`config.mk`:
```
export PLATFORM = sky130hd
export DESIGN_NAME = obd2_pid_request_responder_unit_flat
export DESIGN_NICKNAME = d
export VERILOG_FILES = /design/src/hdl/obd2pr_pkg.sv /design/src/hdl/obd2pr_if.sv /design/src/hdl/obd2pr_encoder.sv /design/src/hdl/obd2_pid_request_responder_unit.sv /design/src/flat_wrapper.sv
export SDC_FILE = /design/constraint.sdc
export NUM_CORES = 1
export LEC_CHECK = 0
export BUFFER_PORTS_ARGS = -buffer_cell sky130_fd_sc_hd__buf_2
export CAP_MARGIN = 20
export CORE_MARGIN = 2
export CORE_UTILIZATION = 30
export CTS_CLUSTER_DIAMETER = 60
export DETAILED_ROUTE_END_ITERATION = 16
export SYNTH_ARGS = -nofsm -noshare
export SYNTH_HDL_FRONTEND = slang
export SYNTH_SLANG_ARGS = --single-unit
```
`constraint.sdc`:
```
create_clock -name clk_i -period 10 [get_ports clk_i]
set_input_delay 1 -clock clk_i [delete_from_list [all_inputs] [get_ports clk_i]]
set_output_delay 1 -clock clk_i [all_outputs]
set_load 0.02 [all_outputs]
```
`src/hdl/obd2pr_pkg.sv`:
```
// ----------------------------------------------------------------------------
// obd2pr_pkg
// Types, codes and constants shared by the OBD-II PID request responder.
// ----------------------------------------------------------------------------
package obd2pr_pkg;

  // configuration port
  localparam int unsigned CfgIdxW  = 8;
  localparam int unsigned CfgDataW = 16;

  localparam logic [CfgIdxW-1:0] CFG_MODULE_VOLTAGE = 8'd0;
  localparam logic [CfgIdxW-1:0] CFG_UNSUPP_FILL    = 8'd1;

  localparam logic [15:0] VOLTAGE_RESET = 16'd7670;
  localparam logic [7:0]  FILL_RESET    = 8'd170;

  // request length codes
  localparam logic [7:0] LEN_SHORT = 8'h02;
  localparam logic [7:0] LEN_EXT   = 8'h03;

  // service modes
  localparam logic [7:0] MODE_CURRENT = 8'h01;
  localparam logic [7:0] MODE_VEHINFO = 8'h09;
  localparam logic [7:0] MODE_EXT     = 8'h22;

  // reply modes
  localparam logic [7:0] RSP_MODE01 = 8'h41;
  localparam logic [7:0] RSP_MODE22 = 8'h62;

  // reply length codes
  localparam logic [7:0] RLEN_ONE    = 8'h03;
  localparam logic [7:0] RLEN_TWO    = 8'h04;
  localparam logic [7:0] RLEN_THREE  = 8'h05;
  localparam logic [7:0] RLEN_BITMAP = 8'h06;

  // mode 01 pids
  localparam logic [7:0] PID_SUPP_00  = 8'h00;
  localparam logic [7:0] PID_SUPP_20  = 8'h20;
  localparam logic [7:0] PID_SUPP_40  = 8'h40;
  localparam logic [7:0] PID_SUPP_60  = 8'h60;
  localparam logic [7:0] PID_SUPP_80  = 8'h80;
  localparam logic [7:0] PID_COOLANT  = 8'h05;
  localparam logic [7:0] PID_FUEL_P   = 8'h0A;
  localparam logic [7:0] PID_MAP      = 8'h0B;
  localparam logic [7:0] PID_RPM      = 8'h0C;
  localparam logic [7:0] PID_SPEED    = 8'h0D;
  localparam logic [7:0] PID_IAT      = 8'h0F;
  localparam logic [7:0] PID_THROTTLE = 8'h11;
  localparam logic [7:0] PID_RAIL     = 8'h22;
  localparam logic [7:0] PID_VOLTAGE  = 8'h42;
  localparam logic [7:0] PID_OIL      = 8'h5C;

  // mode 09 pid
  localparam logic [7:0] PID_VIN_SUPP = 8'h00;

  // mode 22 pids
  localparam logic [7:0] EXT_HI_A  = 8'h14;
  localparam logic [7:0] EXT_LO_A  = 8'h10;
  localparam logic [7:0] EXT_HI_B  = 8'h40;
  localparam logic [7:0] EXT_LO_B0 = 8'h2B;
  localparam logic [7:0] EXT_LO_B1 = 8'h30;
  localparam logic [7:0] EXT_DATA_B = 8'h7F;

  // supported-pid bitmaps, byte A first
  localparam logic [31:0] SUPP_MAP_00 = 32'h087A_8001;
  localparam logic [31:0] SUPP_MAP_20 = 32'h4000_0001;
  localparam logic [31:0] SUPP_MAP_40 = 32'h0000_0011;
  localparam logic [31:0] SUPP_MAP_60 = 32'h0000_0001;
  localparam logic [31:0] SUPP_MAP_80 = 32'h0000_0000;

  // temperature offset and map pressure offset
  localparam logic [7:0]        TEMP_OFS  = 8'd40;
  localparam logic [7:0]        MAP_OFS   = 8'd101;
  localparam logic signed [7:0] MAP_FLOOR = -8'sd101;

  // floor(x/3) = (x * 43691) >> 17, exact for 16-bit x
  localparam logic [16:0] DIV3_MUL   = 17'd43691;
  localparam int unsigned DIV3_SHIFT = 17;

  // floor(p*1000/79) = (p * ceil(2^20*1000/79)) >> 20 for p below the limit
  localparam int unsigned RailPW     = 13;
  localparam logic [23:0] RAIL_MUL   = 24'd13273114;
  localparam int unsigned RAIL_SHIFT = 20;
  localparam logic [15:0] RAIL_LIMIT = 16'd5178;

  typedef struct packed {
    logic [7:0]        req_len;
    logic [7:0]        req_mode;
    logic [7:0]        req_pid_high;
    logic [7:0]        req_pid_low;
    logic signed [7:0] manifold_gauge_kpa;
    logic [15:0]       engine_rpm;
    logic [7:0]        vehicle_speed;
    logic [7:0]        throttle_pos;
    logic [7:0]        coolant_raw;
    logic [7:0]        oil_raw;
    logic [15:0]       fuel_pressure;
    logic [7:0]        intake_air_raw;
  } req_t;

  typedef struct packed {
    logic [7:0] resp_byte0;
    logic [7:0] resp_byte1;
    logic [7:0] resp_byte2;
    logic [7:0] resp_byte3;
    logic [7:0] resp_byte4;
    logic [7:0] resp_byte5;
    logic [7:0] resp_byte6;
    logic [7:0] resp_byte7;
  } resp_t;

  typedef struct packed {
    logic [15:0] module_voltage_mv;
    logic [7:0]  unsupported_fill;
  } cfg_regs_t;

endpackage

```
`src/hdl/obd2pr_if.sv`:
```
// ----------------------------------------------------------------------------
// obd2pr_if
// Valid/ready channels of the responder: request, reply and register write.
// ----------------------------------------------------------------------------
interface obd2pr_req_if import obd2pr_pkg::*; ();
  logic valid;
  logic ready;
  req_t data;
  modport source (output valid, output data, input ready);
  modport sink (input valid, input data, output ready);
endinterface

interface obd2pr_resp_if import obd2pr_pkg::*; ();
  logic  valid;
  logic  ready;
  resp_t data;
  modport source (output valid, output data, input ready);
  modport sink (input valid, input data, output ready);
endinterface

interface obd2pr_cfg_if import obd2pr_pkg::*; ();
  logic                valid;
  logic                ready;
  logic [CfgIdxW-1:0]  index;
  logic [CfgDataW-1:0] data;
  modport source (output valid, output index, output data, input ready);
  modport sink (input valid, input index, input data, output ready);
endinterface

```
`src/hdl/obd2pr_encoder.sv`:
```
// ----------------------------------------------------------------------------
// obd2pr_encoder
// Decodes one request and builds the 8-byte reply from the sensor values.
// ----------------------------------------------------------------------------
module obd2pr_encoder import obd2pr_pkg::*; (
  input  req_t      req_i,
  input  cfg_regs_t cfg_i,
  output resp_t     rsp_o
);

  logic [32:0]           div3_prod;
  logic [7:0]            fuel_byte;
  logic [36:0]           rail_prod;
  logic [15:0]           rail;
  logic [7:0]            map_byte;
  logic [RailPW-1:0]     rail_p;

  assign div3_prod = 33'(req_i.fuel_pressure) * 33'(DIV3_MUL);
  assign fuel_byte = div3_prod[DIV3_SHIFT+7:DIV3_SHIFT];

  // saturation covers every pressure at or above the limit
  assign rail_p    = req_i.fuel_pressure[RailPW-1:0];
  assign rail_prod = 37'(rail_p) * 37'(RAIL_MUL);
  assign rail      = (req_i.fuel_pressure >= RAIL_LIMIT) ? 16'hFFFF :
                     rail_prod[RAIL_SHIFT+15:RAIL_SHIFT];

  assign map_byte  = (req_i.manifold_gauge_kpa <= MAP_FLOOR) ? 8'd0 :
                     8'(req_i.manifold_gauge_kpa) + MAP_OFS;

  always_comb begin
    rsp_o = '0;
    if (req_i.req_len == LEN_SHORT && req_i.req_mode == MODE_CURRENT) begin
      rsp_o.resp_byte1 = RSP_MODE01;
      rsp_o.resp_byte2 = req_i.req_pid_high;
      rsp_o.resp_byte0 = RLEN_ONE;
      case (req_i.req_pid_high)
        PID_SUPP_00: begin
          rsp_o.resp_byte0 = RLEN_BITMAP;
          {rsp_o.resp_byte3, rsp_o.resp_byte4, rsp_o.resp_byte5, rsp_o.resp_byte6} =
            SUPP_MAP_00;
        end
        PID_SUPP_20: begin
          rsp_o.resp_byte0 = RLEN_BITMAP;
          {rsp_o.resp_byte3, rsp_o.resp_byte4, rsp_o.resp_byte5, rsp_o.resp_byte6} =
            SUPP_MAP_20;
        end
        PID_SUPP_40: begin
          rsp_o.resp_byte0 = RLEN_BITMAP;
          {rsp_o.resp_byte3, rsp_o.resp_byte4, rsp_o.resp_byte5, rsp_o.resp_byte6} =
            SUPP_MAP_40;
        end
        PID_SUPP_60: begin
          rsp_o.resp_byte0 = RLEN_BITMAP;
          {rsp_o.resp_byte3, rsp_o.resp_byte4, rsp_o.resp_byte5, rsp_o.resp_byte6} =
            SUPP_MAP_60;
        end
        PID_SUPP_80: begin
          rsp_o.resp_byte0 = RLEN_BITMAP;
          {rsp_o.resp_byte3, rsp_o.resp_byte4, rsp_o.resp_byte5, rsp_o.resp_byte6} =
            SUPP_MAP_80;
        end
        PID_COOLANT:  rsp_o.resp_byte3 = req_i.coolant_raw + TEMP_OFS;
        PID_FUEL_P:   rsp_o.resp_byte3 = fuel_byte;
        PID_MAP:      rsp_o.resp_byte3 = map_byte;
        PID_RPM: begin
          rsp_o.resp_byte0 = RLEN_TWO;
          {rsp_o.resp_byte3, rsp_o.resp_byte4} = {req_i.engine_rpm[13:0], 2'b00};
        end
        PID_SPEED:    rsp_o.resp_byte3 = req_i.vehicle_speed;
        PID_IAT:      rsp_o.resp_byte3 = req_i.intake_air_raw + TEMP_OFS;
        PID_THROTTLE: rsp_o.resp_byte3 = req_i.throttle_pos;
        PID_RAIL: begin
          rsp_o.resp_byte0 = RLEN_TWO;
          {rsp_o.resp_byte3, rsp_o.resp_byte4} = rail;
        end
        PID_VOLTAGE: begin
          rsp_o.resp_byte0 = RLEN_TWO;
          {rsp_o.resp_byte3, rsp_o.resp_byte4} = cfg_i.module_voltage_mv;
        end
        PID_OIL:      rsp_o.resp_byte3 = req_i.oil_raw + TEMP_OFS;
        default: begin
          rsp_o.resp_byte0 = RLEN_TWO;
          rsp_o.resp_byte3 = cfg_i.unsupported_fill;
          rsp_o.resp_byte4 = cfg_i.unsupported_fill;
        end
      endcase
    end else if (req_i.req_len == LEN_SHORT && req_i.req_mode == MODE_VEHINFO &&
                 req_i.req_pid_high == PID_VIN_SUPP) begin
      rsp_o.resp_byte0 = RLEN_TWO;
    end else if (req_i.req_mode == MODE_EXT) begin
      rsp_o.resp_byte0 = RLEN_TWO;
      rsp_o.resp_byte1 = RSP_MODE22;
      rsp_o.resp_byte2 = req_i.req_pid_high;
      rsp_o.resp_byte3 = req_i.req_pid_low;
      if (req_i.req_len == LEN_EXT && req_i.req_pid_high == EXT_HI_A &&
          req_i.req_pid_low == EXT_LO_A) begin
        rsp_o.resp_byte0 = RLEN_THREE;
      end else if (req_i.req_len == LEN_EXT && req_i.req_pid_high == EXT_HI_B &&
                   (req_i.req_pid_low inside {EXT_LO_B0, EXT_LO_B1})) begin
        rsp_o.resp_byte4 = EXT_DATA_B;
      end
    end else begin
      rsp_o.resp_byte0 = RLEN_TWO;
      rsp_o.resp_byte1 = req_i.req_mode;
      rsp_o.resp_byte2 = req_i.req_pid_high;
      rsp_o.resp_byte3 = req_i.req_pid_low;
    end
  end

endmodule

```
`src/hdl/obd2_pid_request_responder_unit.sv`:
```
// ----------------------------------------------------------------------------
// obd2_pid_request_responder_unit
// OBD-II responder: one request word in, one 8-byte reply word out.
//
//   channel  dir  modport  payload
//   req_i    in   sink     request bytes 0..3 and sensor values
//   resp_o   out  source   reply bytes 0..7
//   cfg_i    in   sink     register index and write data
//
// One word per cycle sustained while the reply side is ready; a request
// passes the request register, then is decoded into the reply register.
// The reply register stalling holds the request register; a new request
// is still taken while the reply register waits, as long as one slot is free.
// Reset empties both stages and loads the register defaults.
// Register writes are always accepted.
// ----------------------------------------------------------------------------
module obd2_pid_request_responder_unit import obd2pr_pkg::*; (
  input  logic        clk_i,
  input  logic        rst_ni,
  obd2pr_req_if.sink   req_i,
  obd2pr_resp_if.source resp_o,
  obd2pr_cfg_if.sink   cfg_i
);

  logic      in_v_q;
  req_t      req_q;
  logic      out_v_q;
  resp_t     rsp_q;
  resp_t     rsp_d;
  cfg_regs_t cfg_q;
  logic      out_adv;
  logic      req_take;
  logic      cfg_wr;

  assign out_adv     = !out_v_q || resp_o.ready;
  assign req_i.ready = !in_v_q || out_adv;
  assign req_take    = req_i.valid && req_i.ready;
  assign cfg_i.ready = 1'b1;
  assign cfg_wr      = cfg_i.valid && cfg_i.ready;

  assign resp_o.valid = out_v_q;
  assign resp_o.data  = rsp_q;

  obd2pr_encoder u_encoder (
    .req_i (req_q),
    .cfg_i (cfg_q),
    .rsp_o (rsp_d)
  );

  always_ff @(posedge clk_i or negedge rst_ni) begin
    if (!rst_ni) begin
      in_v_q  <= 1'b0;
      out_v_q <= 1'b0;
    end else begin
      if (req_i.ready) begin
        in_v_q <= req_i.valid;
      end
      if (out_adv) begin
        out_v_q <= in_v_q;
      end
    end
  end

  always_ff @(posedge clk_i) begin
    if (req_take) begin
      req_q <= req_i.data;
    end
    if (out_adv && in_v_q) begin
      rsp_q <= rsp_d;
    end
  end

  always_ff @(posedge clk_i or negedge rst_ni) begin
    if (!rst_ni) begin
      cfg_q.module_voltage_mv <= VOLTAGE_RESET;
      cfg_q.unsupported_fill  <= FILL_RESET;
    end else if (cfg_wr) begin
      case (cfg_i.index)
        CFG_MODULE_VOLTAGE: cfg_q.module_voltage_mv <= cfg_i.data;
        CFG_UNSUPP_FILL:    cfg_q.unsupported_fill  <= cfg_i.data[7:0];
        default: ;
      endcase
    end
  end

  // a held request word stays put until the reply register frees up
  a_req_hold: assert property (@(posedge clk_i) disable iff (!rst_ni)
    (in_v_q && !out_adv) |=> (in_v_q && $stable(req_q)))
    else $error("request stage lost or changed while stalled");

  a_take_fills: assert property (@(posedge clk_i) disable iff (!rst_ni)
    req_take |=> in_v_q)
    else $error("accepted request not registered");

  a_byte7_zero: assert property (@(posedge clk_i) disable iff (!rst_ni)
    out_v_q |-> (rsp_q.resp_byte7 == 8'd0))
    else $error("reply byte 7 not zero");

  a_len_code: assert property (@(posedge clk_i) disable iff (!rst_ni)
    out_v_q |-> (rsp_q.resp_byte0 == RLEN_ONE || rsp_q.resp_byte0 == RLEN_TWO ||
                 rsp_q.resp_byte0 == RLEN_THREE || rsp_q.resp_byte0 == RLEN_BITMAP))
    else $error("reply length byte out of set");

  a_cfg_volt: assert property (@(posedge clk_i) disable iff (!rst_ni)
    (cfg_wr && cfg_i.index == CFG_MODULE_VOLTAGE) |=>
      (cfg_q.module_voltage_mv == $past(cfg_i.data)))
    else $error("voltage register write lost");

endmodule

```
`src/flat_wrapper.sv`:
```
// flat-port wrapper written by rule: the top's interface ports become plain ports
module obd2_pid_request_responder_unit_flat import obd2pr_pkg::*;
  (clk_i, rst_ni, req_i_valid, req_i_data, req_i_ready, resp_o_valid, resp_o_data, resp_o_ready, cfg_i_valid, cfg_i_index, cfg_i_data, cfg_i_ready);
  obd2pr_req_if req_i_i ();
  obd2pr_resp_if resp_o_i ();
  obd2pr_cfg_if cfg_i_i ();
  input  logic clk_i;
  input  logic rst_ni;
  input wire logic [$bits(req_i_i.valid)-1:0] req_i_valid;
  input wire logic [$bits(req_i_i.data)-1:0] req_i_data;
  output wire logic [$bits(req_i_i.ready)-1:0] req_i_ready;
  output wire logic [$bits(resp_o_i.valid)-1:0] resp_o_valid;
  output wire logic [$bits(resp_o_i.data)-1:0] resp_o_data;
  input wire logic [$bits(resp_o_i.ready)-1:0] resp_o_ready;
  input wire logic [$bits(cfg_i_i.valid)-1:0] cfg_i_valid;
  input wire logic [$bits(cfg_i_i.index)-1:0] cfg_i_index;
  input wire logic [$bits(cfg_i_i.data)-1:0] cfg_i_data;
  output wire logic [$bits(cfg_i_i.ready)-1:0] cfg_i_ready;
  assign req_i_i.valid = req_i_valid;
  assign req_i_i.data = req_i_data;
  assign req_i_ready = req_i_i.ready;
  assign resp_o_valid = resp_o_i.valid;
  assign resp_o_data = resp_o_i.data;
  assign resp_o_i.ready = resp_o_ready;
  assign cfg_i_i.valid = cfg_i_valid;
  assign cfg_i_i.index = cfg_i_index;
  assign cfg_i_i.data = cfg_i_data;
  assign cfg_i_ready = cfg_i_i.ready;
  obd2_pid_request_responder_unit u_core (.clk_i(clk_i), .rst_ni(rst_ni), .req_i(req_i_i), .resp_o(resp_o_i), .cfg_i(cfg_i_i));
endmodule
```
==> Yosys cells after proc, flatten, opt, wreduce, memory -nomap -nowiden <==
Cells that the tools add are included.
{ "totals": {"ff_bits": 192, "input_bits": 141, "out_inout_bits": 67, "word_cells": 96} }
{ "classes": {"addsub": 4, "n_mul": 2, "magnitude_cmp": 2, "eq_ne": 24, "n_mux": 14, "n_reduce_logical": 25} }
{ "op_table": {"columns": ["operator", "count"], "rows": [
  ["$pmux W8 S13", 1],
  ["$eq A8 B4 Y1 const B", 6],
  ["$pmux W16 S3", 1],
  ["$eq A8 B6 Y1 const B", 5],
  ["$mux W40", 1],
  ["$pmux W8 S5", 1],
  ["$mul A13 B23 Y35 const B", 1],
  ["$eq A8 B7 Y1 const B", 4],
  ["$mux W32", 1],
  ["$mux W8", 4],
  ["$mul A16 B16 Y25 const B", 1],
  ["$mux W25", 1],
  ["$add A8 B6 Y8 const B", 3],
  ["$eq A8 B5 Y1 const B", 3],
  ["$eq A8 B1 Y1 const B", 2],
  ["$eq A8 B2 Y1 const B", 2],
  ["$ge A16 B13 Y1 const B", 1],
  ["$logic_not A8 Y1", 2],
  ["$mux W16", 1],
  ["$reduce_or A11 Y1", 1],
  ["$logic_and A1 B1 Y1", 9],
  ["$add A8 B7 Y8 const B", 1],
  ["$eq A8 B3 Y1 const B", 1],
  ["$eq A8 B8 Y1 const B", 1],
  ["other kinds (12)", 17]
]} }

==> Depth between registers and ports, before layout <==
Gate-level depths: netlist of run 1.
{ "depth": {"word_depth": 8, "mapped_depth": 21, "depth_no_buf": 21} }

==> By module <==
From an unflattened synthesis of run 1, not the netlist that was laid out.
{ "hier_totals": {"cells_unflattened": 1360, "hier_area_um2": 15708.8} }
{ "by_module_without_submodules": {"columns": ["module", "instances", "cells_per_inst", "area_per_inst_um2", "seq_area_each_um2"], "rows": [
  ["obd2pr_encoder", 1, 1119, 9339.0, 0.0],
  ["obd2_pid_request_responder_unit", 1, 241, 6369.9, 5953.2]
]} }

==> Worst setup path after synthesis of run 1 <==
Ideal clock, no wire load.
{ "synth_timing": {"path_type": "register to register", "start": "reg u_core.req_q[9] (netlist bit)", "end": "reg u_core.rsp_q (netlist bit u_core.resp_o.data[35]) (data pin)", "setup_time_ns": 0.270, "arrival_ns": 5.280, "required_time_ns": 9.730, "setup_slack_ns": 4.451, "path_stages_with_launch": 21, "n_path_buf": 0, "period_less_slack_ns": 5.549, "path_cell_list": "edfxtp_1 > ha_1 > xor2_1 > ha_1 > inv_1 > fa_1 > inv_1 > fa_1 > fa_1 > inv_1 > fa_1 > inv_1 > ha_1 > a21oi_1 > o21ai_0 > a21oi_1 > o21ai_0 > a21oi_1 > xnor2_1 > a2111oi_4 > a22oi_1"} }
{ "synth_rtl": {"columns": ["element", "line", "source"], "rows": [
  ["start, declared", "obd2_pid_request_responder_unit.sv:26", "req_t req_q;"],
  ["start signal, assigned", "obd2_pid_request_responder_unit.sv:66", "req_q <= req_i.data;"],
  ["end signal, assigned", "obd2_pid_request_responder_unit.sv:69", "rsp_q <= rsp_d;"],
  ["end, declared", "obd2_pid_request_responder_unit.sv:28", "resp_t rsp_q;"]
]} }

==> qor.txt, run 1 <==
WP data required: 10190 ps
Most common cell after layout, fill and taps aside: inv_1
Synth Flop Type: edfxtp_1
Die W: 227 µm
Post-CTS setup buffer count: 0
Via-to-Cell Ratio: 4.73
P per Cell Area: 248 nW/µm²
WS Path Type: flip-flop to flip-flop
Met1 Track Usage GR: 0.203
Clock-pin slew on the worst setup and hold paths: 80 ps
Synth warnings: 0
Max cap viols: 0
GRT busiest layer: met2
First drt pass iteration count: 5
Skew-Pair Late Insertion Delay: 470 ps
Mean Syn Cell Area: 11.0 µm²
Pre-CTS setup slack: 3200 ps
Clk_skew: 21.7 ps
Root buffer cell: clkbuf_16
Post-DR wirelength/cell: 18.0 µm
Final worst slack: 3160 ps
Synth Instances: 1357
Row count: 81
Design area: 17000 µm²
Placer congestion estimate: 0.936
Layout area overhead: 13.4%
Nets: 1994
Worst-path maximum fanout: 10
All-Layer GR Usage: 0.158
Commonest cells after routing, fill and taps aside: inv_1, ha_1, buf_2
Remaining global-route overflow: 0
Post-Syn Area: 15000 µm²
Bufs on Longest Clock Path: 2
I/O Buffers: 178
Post-Route WL: 39500 µm
CORE AREA: 49200 µm²
Worst relative slew slack: 0.317
Final hold viol count: 0
RSZ-0062 raised after global routing: false
Layout cells sized above 1: 0.179
GR met3 Demand/Resource: 0.0280
R2r setup slk: 3160 ps
Synth area leaders: edfxtp_1, ha_1, fa_1
H-tree depth: 4
Vias in the first global route: 10700
Detailed-route via count: 10400
First-pass GRT wire length: 61100 µm
CTS Hold Bufs: 0
Clock tree sinks: 174
Number of synthesized register bits: 174
Initial antenna violation count: 4
Detailed Route Iter0 Violations: 660
Final min period: 6840 ps
Synth area leader: edfxtp_1
I/O pin total: 208
Crit path arrival time: 7030 ps
Peak supply drop: 0.175 mV
Actual slew at the worst max-slew pin: 1020 ps
Post-route DRC: 0
Asr flop ratio synth: 0.149
Distinct cells, synth: 76
WHS: 460 ps
Largest net degree at the start of global routing: 61
DIE HEIGHT: 227 µm
Placed inst area: 16400 µm²
Critical Path End Type: flip-flop
F_max: 0.146 GHz
DIE AREA: 51800 µm²
Setup TNS: 0 ps
Period utilization: 0.684
Cts bufs inserted: 17
Worst Hold Class: flip-flop to flip-flop
Initial Utilization: 0.305
Post-synthesis sequential area ratio: 0.341
Synth top area share: 0.297
Crit start category: flip-flop
Post-DRT Antenna Nets: 0
Slew Limit Fails: 0
Post_cts resized: 0
EDFF count, synth: 148
CTS tree: built
Met2 Track Usage GR: 0.262
Final setup fails: 0
Post-DP HPWL: 32400 µm
Run status: finished clean
Leak pwr: 7.91 nW
-- layout make-up --
class                      count  area (µm²)
timing repair buffer         183         928
sequential                   174        5110
clock buffer                  17         425
tap                          664         831
inverter                     268        1010
clock inverter                15         175
fill                        4927       32200
multi-input combinational    877        8510
antenna                        1        2.50
-- worst paths after layout --
| path | from | endpoint | cells past startpoint |
|---|---|---|---|
| max in group asynchronous | rst_ni | u_core.cfg_q[4] | 1 |
| min in group asynchronous | rst_ni | u_core.cfg_q[22] | 1 |
| max reg2reg | u_core.req_q[11] | u_core.resp_o.data[35] | 17 |
| min reg2reg | u_core.req_q[100] | u_core.resp_o.data[52] | 0 |
| min | u_core.req_q[100] | u_core.resp_o.data[52] | 0 |
| max | u_core.req_q[11] | u_core.resp_o.data[35] | 17 |
-- power breakdown --
part	total (W)	switching [W]	internal [W]
Clock	0.000685	0.000329	0.000356
Combinational	0.00264	0.00160	0.00104
Sequential	0.000888	0.0000430	0.000845
Total	0.00421	0.00197	0.00224
-- flip-flops by register name, indices dropped and copies added, names as in the netlist --
| register | count |
|---|---|
| u_core.resp_o.valid | 1 |
| u_core.in_v_q | 1 |
| u_core.resp_o.data | 38 |
| u_core.req_q | 110 |
| u_core.cfg_q | 24 |
-- synth_stat cells, drive strengths merged, types with 14 or more instances --
cell type,count
a21oi,52
buf,35
clkbuf,26
dfstp,14
edfxtp,148
fa,118
ha,214
inv,268
mux2,27
nand2,57
nand3,20
nand4,17
nor2,46
o21ai,55
xnor2,28
xor2,17
-- metal layers --
| metal | up-vias | part of all wire |
|---|---|---|
| met5 | - | 0.00089 |
| met4 | 6 | 0.031 |
| met3 | 59 | 0.046 |
| met2 | 301 | 0.48 |
| met1 | 5106 | 0.44 |
| li1 | 4928 | - |
-- kinds of logic after synthesis --
group / Yosys count / synth area share
buf+inv: 331 / 0.0973
compound gates: 210 / 0.0923
simple gates: 229 / 0.0812
flops: 174 / 0.341
xor+xnor: 45 / 0.0263
fa+ha+maj: 332 / 0.336
other cells: 2 / 0.000501
mux: 34 / 0.0250
-- worst max-delay path, stage by stage, from the launching register on --
cell,delay (ps)
edfxtp_1,680
ha_1,620
xor2_1,530
ha_1,360
fa_1,520
fa_1,540
inv_1,50
fa_1,530
inv_1,40
ha_1,310
a211oi_1,250
o21ai_0,150
nor4_1,490
o21ai_0,280
a21oi_1,450
xnor2_1,180
a2111oi_4,440
a22oi_1,120
-- per-stage QoR --
stage	utilization	power (W)	std cells
after floorplan	-	0.00280	1382
after global placement	0.333	0.00348	2166
after detailed placement	0.333	0.00351	2166
after CTS	0.346	0.00423	2198
after global routing	0.346	0.00464	2198
final	0.346	0.00421	2199
Power figures use the tool's default switching activity.
==> run 2: changes to the inputs <==
--- a/config.mk
+++ b/config.mk
@@ -5,6 +5,7 @@
 export SDC_FILE = /design/constraint.sdc
 export NUM_CORES = 1
 export LEC_CHECK = 0
+export ABC_AREA = 1
 export BUFFER_PORTS_ARGS = -buffer_cell sky130_fd_sc_hd__buf_2
 export CAP_MARGIN = 20
 export CORE_MARGIN = 2
==> constraint.sdc (replaced) <==
create_clock -name clk_i -period 6.7 [get_ports clk_i]
set_input_delay 0.67 -clock clk_i [delete_from_list [all_inputs] [get_ports clk_i]]
set_output_delay 0.67 -clock clk_i [all_outputs]
set_load 0.02 [all_outputs]
==> run 2 against run 1 <==
  * Total power rose by 82%
  * Non-clock buffer count up 6
  * Critical path depth grew 4
  * Synthesized cell count grew 36%
  * Count of clock-buffer cells in the layout grew 3
  * Highest routed layer unchanged
  * Wire length increased by 17%
==> qor.txt, run 2 <==
Run status: finished clean (unchanged)
Most numerous cell in the Yosys netlist: nand2_1 (was inv_1)
GRT busiest layer: met2 (unchanged)
All-Layer GR Usage: 0.170 (was 0.158)
Max FFs per register: 110 (unchanged)
Crit path arrival time: 6080 ps (was 7030 ps)
Max cap viols: 0 (unchanged)
R2r setup slk: 830 ps (was 3160 ps)
Post_cts resized: 0 (unchanged)
Commonest cells after routing, fill and taps aside: nand2_1, inv_1, ha_1 (was inv_1, ha_1, buf_2)
R2R Path End: u_core.resp_o.data[36] (was u_core.resp_o.data[35])
Period utilization: 0.876 (was 0.684)
Synth warnings: 0 (unchanged)
Layout cells sized above 1: 0.143 (was 0.179)
Vias in the first global route: 13200 (was 10700)
Layout area overhead: 14.3% (was 13.4%)
I/O pin total: 208 (unchanged)
Filler cell count: 5465 (was 4927)
Slowest-stage cell, CP: edfxtp_1 (unchanged)
Ant diodes: 0 (was 1)
Synth area leader: edfxtp_1 (unchanged)
Clock-pin slew on the worst setup and hold paths: 70 ps (was 80 ps)
Post-route DRC: 0 (unchanged)
Via-to-Cell Ratio: 4.62 (was 4.73)
Cts bufs inserted: 17 (unchanged)
Crit path capture: u_core.resp_o.data[36] (was u_core.resp_o.data[35])
Root buffer cell: clkbuf_16 (unchanged)
WP buf/inv: 3 (was 2)
Synth top area share: 0.276 (was 0.297)
Clk_skew: 22.3 ps (was 21.7 ps)
Die W: 236 µm (was 227 µm)
Post-DRT Antenna Nets: 0 (unchanged)
Total Power: 0.00766 W (was 0.00421 W)
Peak supply drop: 0.295 mV (was 0.175 mV)
Slew Limit Fails: 0 (unchanged)
Worst relative slew slack: 0.263 (was 0.317)
Post-CTS setup buffer count: 0 (unchanged)
Critical Path End Type: flip-flop (unchanged)
Final setup fails: 0 (unchanged)
Bufs on Longest Clock Path: 2 (unchanged)
I/O Buffers: 178 (unchanged)
Mean Syn Cell Area: 8.71 µm² (was 11.0 µm²)
CTS tree: built (unchanged)
Worst Setup SP: u_core.req_q[9] (was u_core.req_q[11])
Reg2reg start: u_core.req_q[9] (was u_core.req_q[11])
Distinct cells, synth: 52 (was 76)
Post-Syn Area: 16100 µm² (was 15000 µm²)
Clock tree sinks: 174 (unchanged)
Post-DR wirelength/cell: 16.9 µm (was 18.0 µm)
Crit-path most repeated cell: fa_1
Post-Route WL: 46400 µm (was 39500 µm)
RSZ-0062 raised after global routing: false (unchanged)
Largest register by flop count: u_core.req_q (unchanged)
Number of synthesized register bits: 174 (unchanged)
Leak pwr: 9.32 nW (was 7.91 nW)
Initial Utilization: 0.305 (about the same)
Worst-path maximum fanout: 11 (was 10)
Remaining global-route overflow: 0 (unchanged)
Setup TNS: 0 ps (unchanged)
H-tree depth: 4 (unchanged)
First drt pass iteration count: 5 (unchanged)
Row count: 84 (was 81)
Most common cell after layout, fill and taps aside: nand2_1 (was inv_1)
EDFF count, synth: 148 (unchanged)
CP Depth: 21 (was 17)
Worst Hold Class: primary input to asynchronous set/reset pin (was flip-flop to flip-flop)
Placed inst area: 17800 µm² (was 16400 µm²)
Met2 Track Usage GR: 0.286 (was 0.262)
Actual slew at the worst max-slew pin: 1100 ps (was 1020 ps)
Max incr delay on CP: 730 ps (was 680 ps)
Largest net degree at the start of global routing: 66 (was 61)
Asr flop ratio synth: 0.149 (unchanged)
WP data required: 6910 ps (was 10190 ps)
Final hold viol count: 0 (unchanged)
F_max: 0.170 GHz (was 0.146 GHz)
CORE AREA: 52900 µm² (was 49200 µm²)
CP Cell Sequence: ha_1 > xor2_1 > ha_1 > nor2_1 > fa_1 > inv_1 > fa_1 > fa_1 > inv_1 > fa_1 > inv_1 > ha_1 > a21oi_1 > o21ai_0 > a21oi_1 > nand3_1 > or2_2 > nand3_1 > nand3_1 > nand2_1 > nand2_1 (was ha_1 > xor2_1 > ha_1 > fa_1 > fa_1 > inv_1 > fa_1 > inv_1 > ha_1 > a211oi_1 > o21ai_0 > nor4_1 > o21ai_0 > a21oi_1 > xnor2_1 > a2111oi_4 > a22oi_1)
Post-synthesis sequential area ratio: 0.317 (was 0.341)
DIE AREA: 55600 µm² (was 51800 µm²)
WS Path Type: flip-flop to flip-flop (unchanged)
Design area: 18400 µm² (was 17000 µm²)
Family with the most delay on the worst path: adder cells (unchanged)
Nets: 2509 (was 1994)
Top cells by count, synth: nand2_1, inv_1, ha_1, edfxtp_1, nor2_1 (was inv_1, ha_1, edfxtp_1, fa_1, nand2_1)
Synth Instances: 1851 (was 1357)
Synth Flop Type: edfxtp_1 (unchanged)
DIE HEIGHT: 236 µm (was 227 µm)
Detailed-route via count: 12700 (was 10400)
First-pass GRT wire length: 73100 µm (was 61100 µm)
P per Cell Area: 416 nW/µm² (was 248 nW/µm²)
Post-DP HPWL: 39400 µm (was 32400 µm)
Detailed Route Iter0 Violations: 797 (was 660)
Met1 Track Usage GR: 0.226 (was 0.203)
Initial antenna violation count: 7 (was 4)
Skew-Pair Late Insertion Delay: 460 ps (was 470 ps)
Placer congestion estimate: 0.956 (was 0.936)
GR met3 Demand/Resource: 0.0311 (was 0.0280)
CTS Hold Bufs: 0 (unchanged)
Final min period: 5870 ps (was 6840 ps)
R2R cell count: 21 (was 17)
Synth area leaders: edfxtp_1, ha_1, fa_1 (unchanged)
Crit start category: flip-flop (unchanged)
[run 2: power breakdown]
part | total, W | internal, W | switching (W)
clock | 0.00106 | 0.000619 | 0.000445
sequential | 0.00133 | 0.00128 | 0.0000566
combinational | 0.00526 | 0.00184 | 0.00343
total | 0.00766 | 0.00373 | 0.00393
[run 2: worst register-to-register path: cells and delay by family, from the launching register on]
kind | cells | cell delay (ps)
buf+inv | 3 | 180
fa+ha+maj | 7 | 3190
compound gates | 3 | 570
xor+xnor | 1 | 260
simple gates | 7 | 710
flops | 1 | 730
[run 2: per-stage QoR]
step           std cells  utilization  hold slack [ps]  setup slack [ps]
3_3_place_gp        2704        0.336              438               899
6_report            2737        0.348              233               828
3_5_place_dp        2705        0.336              438               881
2_1_floorplan       1876            -              374              1520
5_1_grt             2737        0.348              256               455
4_1_cts             2737        0.348              231               855
[run 2: worst min-delay path by stage]
stage / startpoint / endpoint / slack, ps / cells past startpoint
after detailed placement: u_core.req_q[100] / u_core.resp_o.data[52] / 440 / 0
after global routing: rst_ni / u_core.cfg_q[22] / 260 / 1
after CTS: rst_ni / u_core.cfg_q[23] / 230 / 1
final: rst_ni / u_core.cfg_q[23] / 230 / 1
after global placement: u_core.req_q[100] / u_core.resp_o.data[52] / 440 / 0
after floorplan: rst_ni / u_core.cfg_q[0] / 370 / 0
[run 2: routing by layer]
metal  wire [µm]  share of wire  vias to the layer above
met3        2280          0.049                       66
met5          64         0.0014                        -
met1       21300           0.46                     6019
met2       21800           0.47                      350
met4         960          0.021                       12
li1            -              -                     6206
[run 2: cell families (layout without fill, tap and decap cells)]
family          count (synthesis)  after routing  share of synthesized area
simple gates                  701            701                      0.189
buf+inv                       457            630                      0.114
fa+ha+maj                     332            332                      0.313
flops                         174            174                      0.317
compound gates                168            168                     0.0577
xor+xnor                       17             17                    0.00924
other cells                     2             27                   0.000466
[run 2: final cells by class]
class	instances	area [µm²]	share of cell area
timing repair buffer	189	993	0.0540
sequential	174	5110	0.278
inverter	409	1540	0.0836
clock inverter	12	158	0.00856
multi-input combinational	1245	9280	0.504
tap	688	861	0.0468
clock buffer	20	467	0.0253
==> run 3: changes to the inputs <==
--- a/config.mk
+++ b/config.mk
@@ -5,7 +5,6 @@
 export SDC_FILE = /design/constraint.sdc
 export NUM_CORES = 1
 export LEC_CHECK = 0
-export ABC_AREA = 1
 export BUFFER_PORTS_ARGS = -buffer_cell sky130_fd_sc_hd__buf_2
 export CAP_MARGIN = 20
 export CORE_MARGIN = 2
==> run 3 against run 2 <==
  * Wire length down 13%
  * Non-clock buffer count up 19
  * Setup slack worse by 500 ps
  * Critical path depth unchanged
  * Combinational power down 24%
  * Die area down 6.9%
  * Sequential share of layout area up 1.9 points
  * Register-to-register slack worse by 500 ps
  * Hold slack worse by 1.3 ps
  * Total power down 16%
  * Global-route usage down 0.76 points
  * Critical path type unchanged
  * Highest routed layer unchanged
==> qor.txt, run 3 (synthesized netlist as in run 1, its figures left out) <==
Setup TNS: 0 ps (unchanged)
Largest net degree at the start of global routing: 84 (was 66)
Family with the most delay on the worst path: adder cells (unchanged)
Initial antenna violation count: 3 (was 7)
Post-route DRC: 0 (unchanged)
P per Cell Area: 372 nW/µm² (was 416 nW/µm²)
Via-to-Cell Ratio: 4.70 (was 4.62)
Nets: 2019 (was 2509)
Clock-pin slew on the worst setup and hold paths: 70 ps (about the same)
Post-DRT Antenna Nets: 0 (unchanged)
Max FFs per register: 110 (unchanged)
Vias in the first global route: 10900 (was 13200)
Post_cts resized: 0 (unchanged)
Commonest cells after routing, fill and taps aside: inv_1, ha_1, buf_2 (was nand2_1, inv_1, ha_1)
Peak supply drop: 0.306 mV (was 0.295 mV)
Root buffer cell: clkbuf_16 (unchanged)
Placer congestion estimate: 0.926 (was 0.956)
Worst-path maximum fanout: 6 (was 11)
WS Path Type: flip-flop to flip-flop (unchanged)
Final cell utilization of the core: 0.350 (was 0.348)
Final min period: 6380 ps (was 5870 ps)
Leak pwr: 8.05 nW (was 9.32 nW)
Critical Path End Type: flip-flop (unchanged)
Largest register by flop count: u_core.req_q (unchanged)
Max incr delay on CP: 590 ps (was 730 ps)
Die W: 227 µm (was 236 µm)
First drt pass iteration count: 5 (unchanged)
F_max: 0.157 GHz (was 0.170 GHz)
Post-Route WL: 40400 µm (was 46400 µm)
All-Layer GR Usage: 0.163 (was 0.170)
Met2 Track Usage GR: 0.279 (was 0.286)
Detailed Route Iter0 Violations: 542 (was 797)
Post-DR wirelength/cell: 18.2 µm (was 16.9 µm)
First-pass GRT wire length: 62900 µm (was 73100 µm)
I/O pin total: 208 (unchanged)
Detailed-route via count: 10500 (was 12700)
Post-DP HPWL: 33700 µm (was 39400 µm)
Skew-Pair Late Insertion Delay: 460 ps (about the same)
Post-CTS setup buffer count: 0 (unchanged)
GR met3 Demand/Resource: 0.0324 (was 0.0311)
Actual slew at the worst max-slew pin: 1050 ps (was 1100 ps)
CTS Hold Bufs: 0 (unchanged)
CP Cell Sequence: ha_1 > xor2_1 > ha_1 > inv_1 > fa_1 > inv_1 > fa_1 > fa_1 > inv_1 > fa_1 > inv_1 > ha_1 > nand4_1 > a21oi_1 > o21ai_0 > o21ai_0 > a21oi_2 > nor2b_1 > a22oi_1 > o211ai_1 > a2bb2oi_1 (was ha_1 > xor2_1 > ha_1 > nor2_1 > fa_1 > inv_1 > fa_1 > fa_1 > inv_1 > fa_1 > inv_1 > ha_1 > a21oi_1 > o21ai_0 > a21oi_1 > nand3_1 > or2_2 > nand3_1 > nand3_1 > nand2_1 > nand2_1)
Slew Limit Fails: 0 (unchanged)
WHS: 232 ps (was 233 ps)
RSZ-0062 raised after global routing: false (unchanged)
Run status: finished clean (unchanged)
WP buf/inv: 4 (was 3)
Bufs on Longest Clock Path: 2 (unchanged)
Clk_skew: 10.8 ps (was 22.3 ps)
Worst relative slew slack: 0.300 (was 0.263)
Crit start category: flip-flop (unchanged)
Row count: 81 (was 84)
DIE HEIGHT: 227 µm (was 236 µm)
Slowest-stage cell, CP: o21ai_0 (was edfxtp_1)
Final hold viol count: 0 (unchanged)
Final setup fails: 0 (unchanged)
I/O Buffers: 178 (unchanged)
H-tree depth: 4 (unchanged)
Cts bufs inserted: 17 (unchanged)
Crit path arrival time: 6660 ps (was 6080 ps)
DIE AREA: 51800 µm² (was 55600 µm²)
Most common cell after layout, fill and taps aside: inv_1 (was nand2_1)
WP data required: 6980 ps (was 6910 ps)
Layout cells sized above 1: 0.190 (was 0.143)
Met1 Track Usage GR: 0.207 (was 0.226)
Worst Hold Class: primary input to asynchronous set/reset pin (unchanged)
Layout area overhead: 14.9% (was 14.3%)
Initial Utilization: 0.305 (about the same)
Remaining global-route overflow: 0 (unchanged)
CTS tree: built (unchanged)
Max cap viols: 0 (unchanged)
CORE AREA: 49200 µm² (was 52900 µm²)
Period utilization: 0.952 (was 0.876)
GRT busiest layer: met2 (unchanged)
Clock tree sinks: 174 (unchanged)
==> run 3: cell count changes in the layout (fill, tap and decap cells not counted), sizes merged, moves of 10 or more <==
| cell | before | now |
|---|---|---|
| xnor2 | 6 | 28 |
| buf | 189 | 208 |
| a221oi | 1 | 12 |
| mux2 | 0 | 27 |
| nor2 | 133 | 46 |
| nand3 | 100 | 20 |
| a22oi | 2 | 13 |
| nand2 | 403 | 57 |
| nor3 | 24 | 13 |
| a21oi | 72 | 52 |
| o21ai | 75 | 55 |
| inv | 410 | 271 |
| nor2b | 0 | 10 |
==> run 3: power breakdown <==
group	internal, W	switching (W)	leakage, nW	total [W]
sequential	0.00126	0.0000456	1.73	0.00131
clock	0.000661	0.000441	0.312	0.00110
combinational	0.00158	0.00241	6.01	0.00399
total	0.00351	0.00290	8.05	0.00640
==> run 3: final cells by class <==
type                       instances  area, µm²
clock buffer                      18        429
multi-input combinational        877       8520
tap                              664        831
clock inverter                    14        210
sequential                       174       5110
inverter                         268       1010
antenna                            1       2.50
fill                            4927      31900
timing repair buffer             208       1120
==> run 3: path summary, 6_finish.rpt <==
path                                   start                endpoint  slack [ps]  depth (start not counted)
setup / recovery             u_core.req_q[9]  u_core.resp_o.data[36]         320                         21
hold / removal                        rst_ni        u_core.cfg_q[17]         230                          1
setup reg to reg             u_core.req_q[9]  u_core.resp_o.data[36]         320                         21
hold reg to reg            u_core.req_q[103]  u_core.resp_o.data[55]         460                          0
max in group asynchronous             rst_ni     u_core.resp_o.valid        6050                          1
min in group clk_i            req_i_data[22]        u_core.req_q[22]         380                          1
==> run 3: per-stage QoR <==
step / power, W / setup slack (ps) / area, µm² / std cells
2_1_floorplan: 0.00418 / 1150 / 15100 / 1382
3_3_place_gp: 0.00524 / 321 / 16600 / 2191
3_5_place_dp: 0.00529 / 341 / 16600 / 2191
4_1_cts: 0.00644 / 265 / 17200 / 2223
5_1_grt: 0.00707 / 29.3 / 17200 / 2223
6_report: 0.00640 / 324 / 17200 / 2224
==> run 3: layer usage <==
layer,wire length (µm),up-vias
met1,17700,5151
met3,1830,43
li1,-,4985
met4,766,4
met5,25,-
met2,20100,274
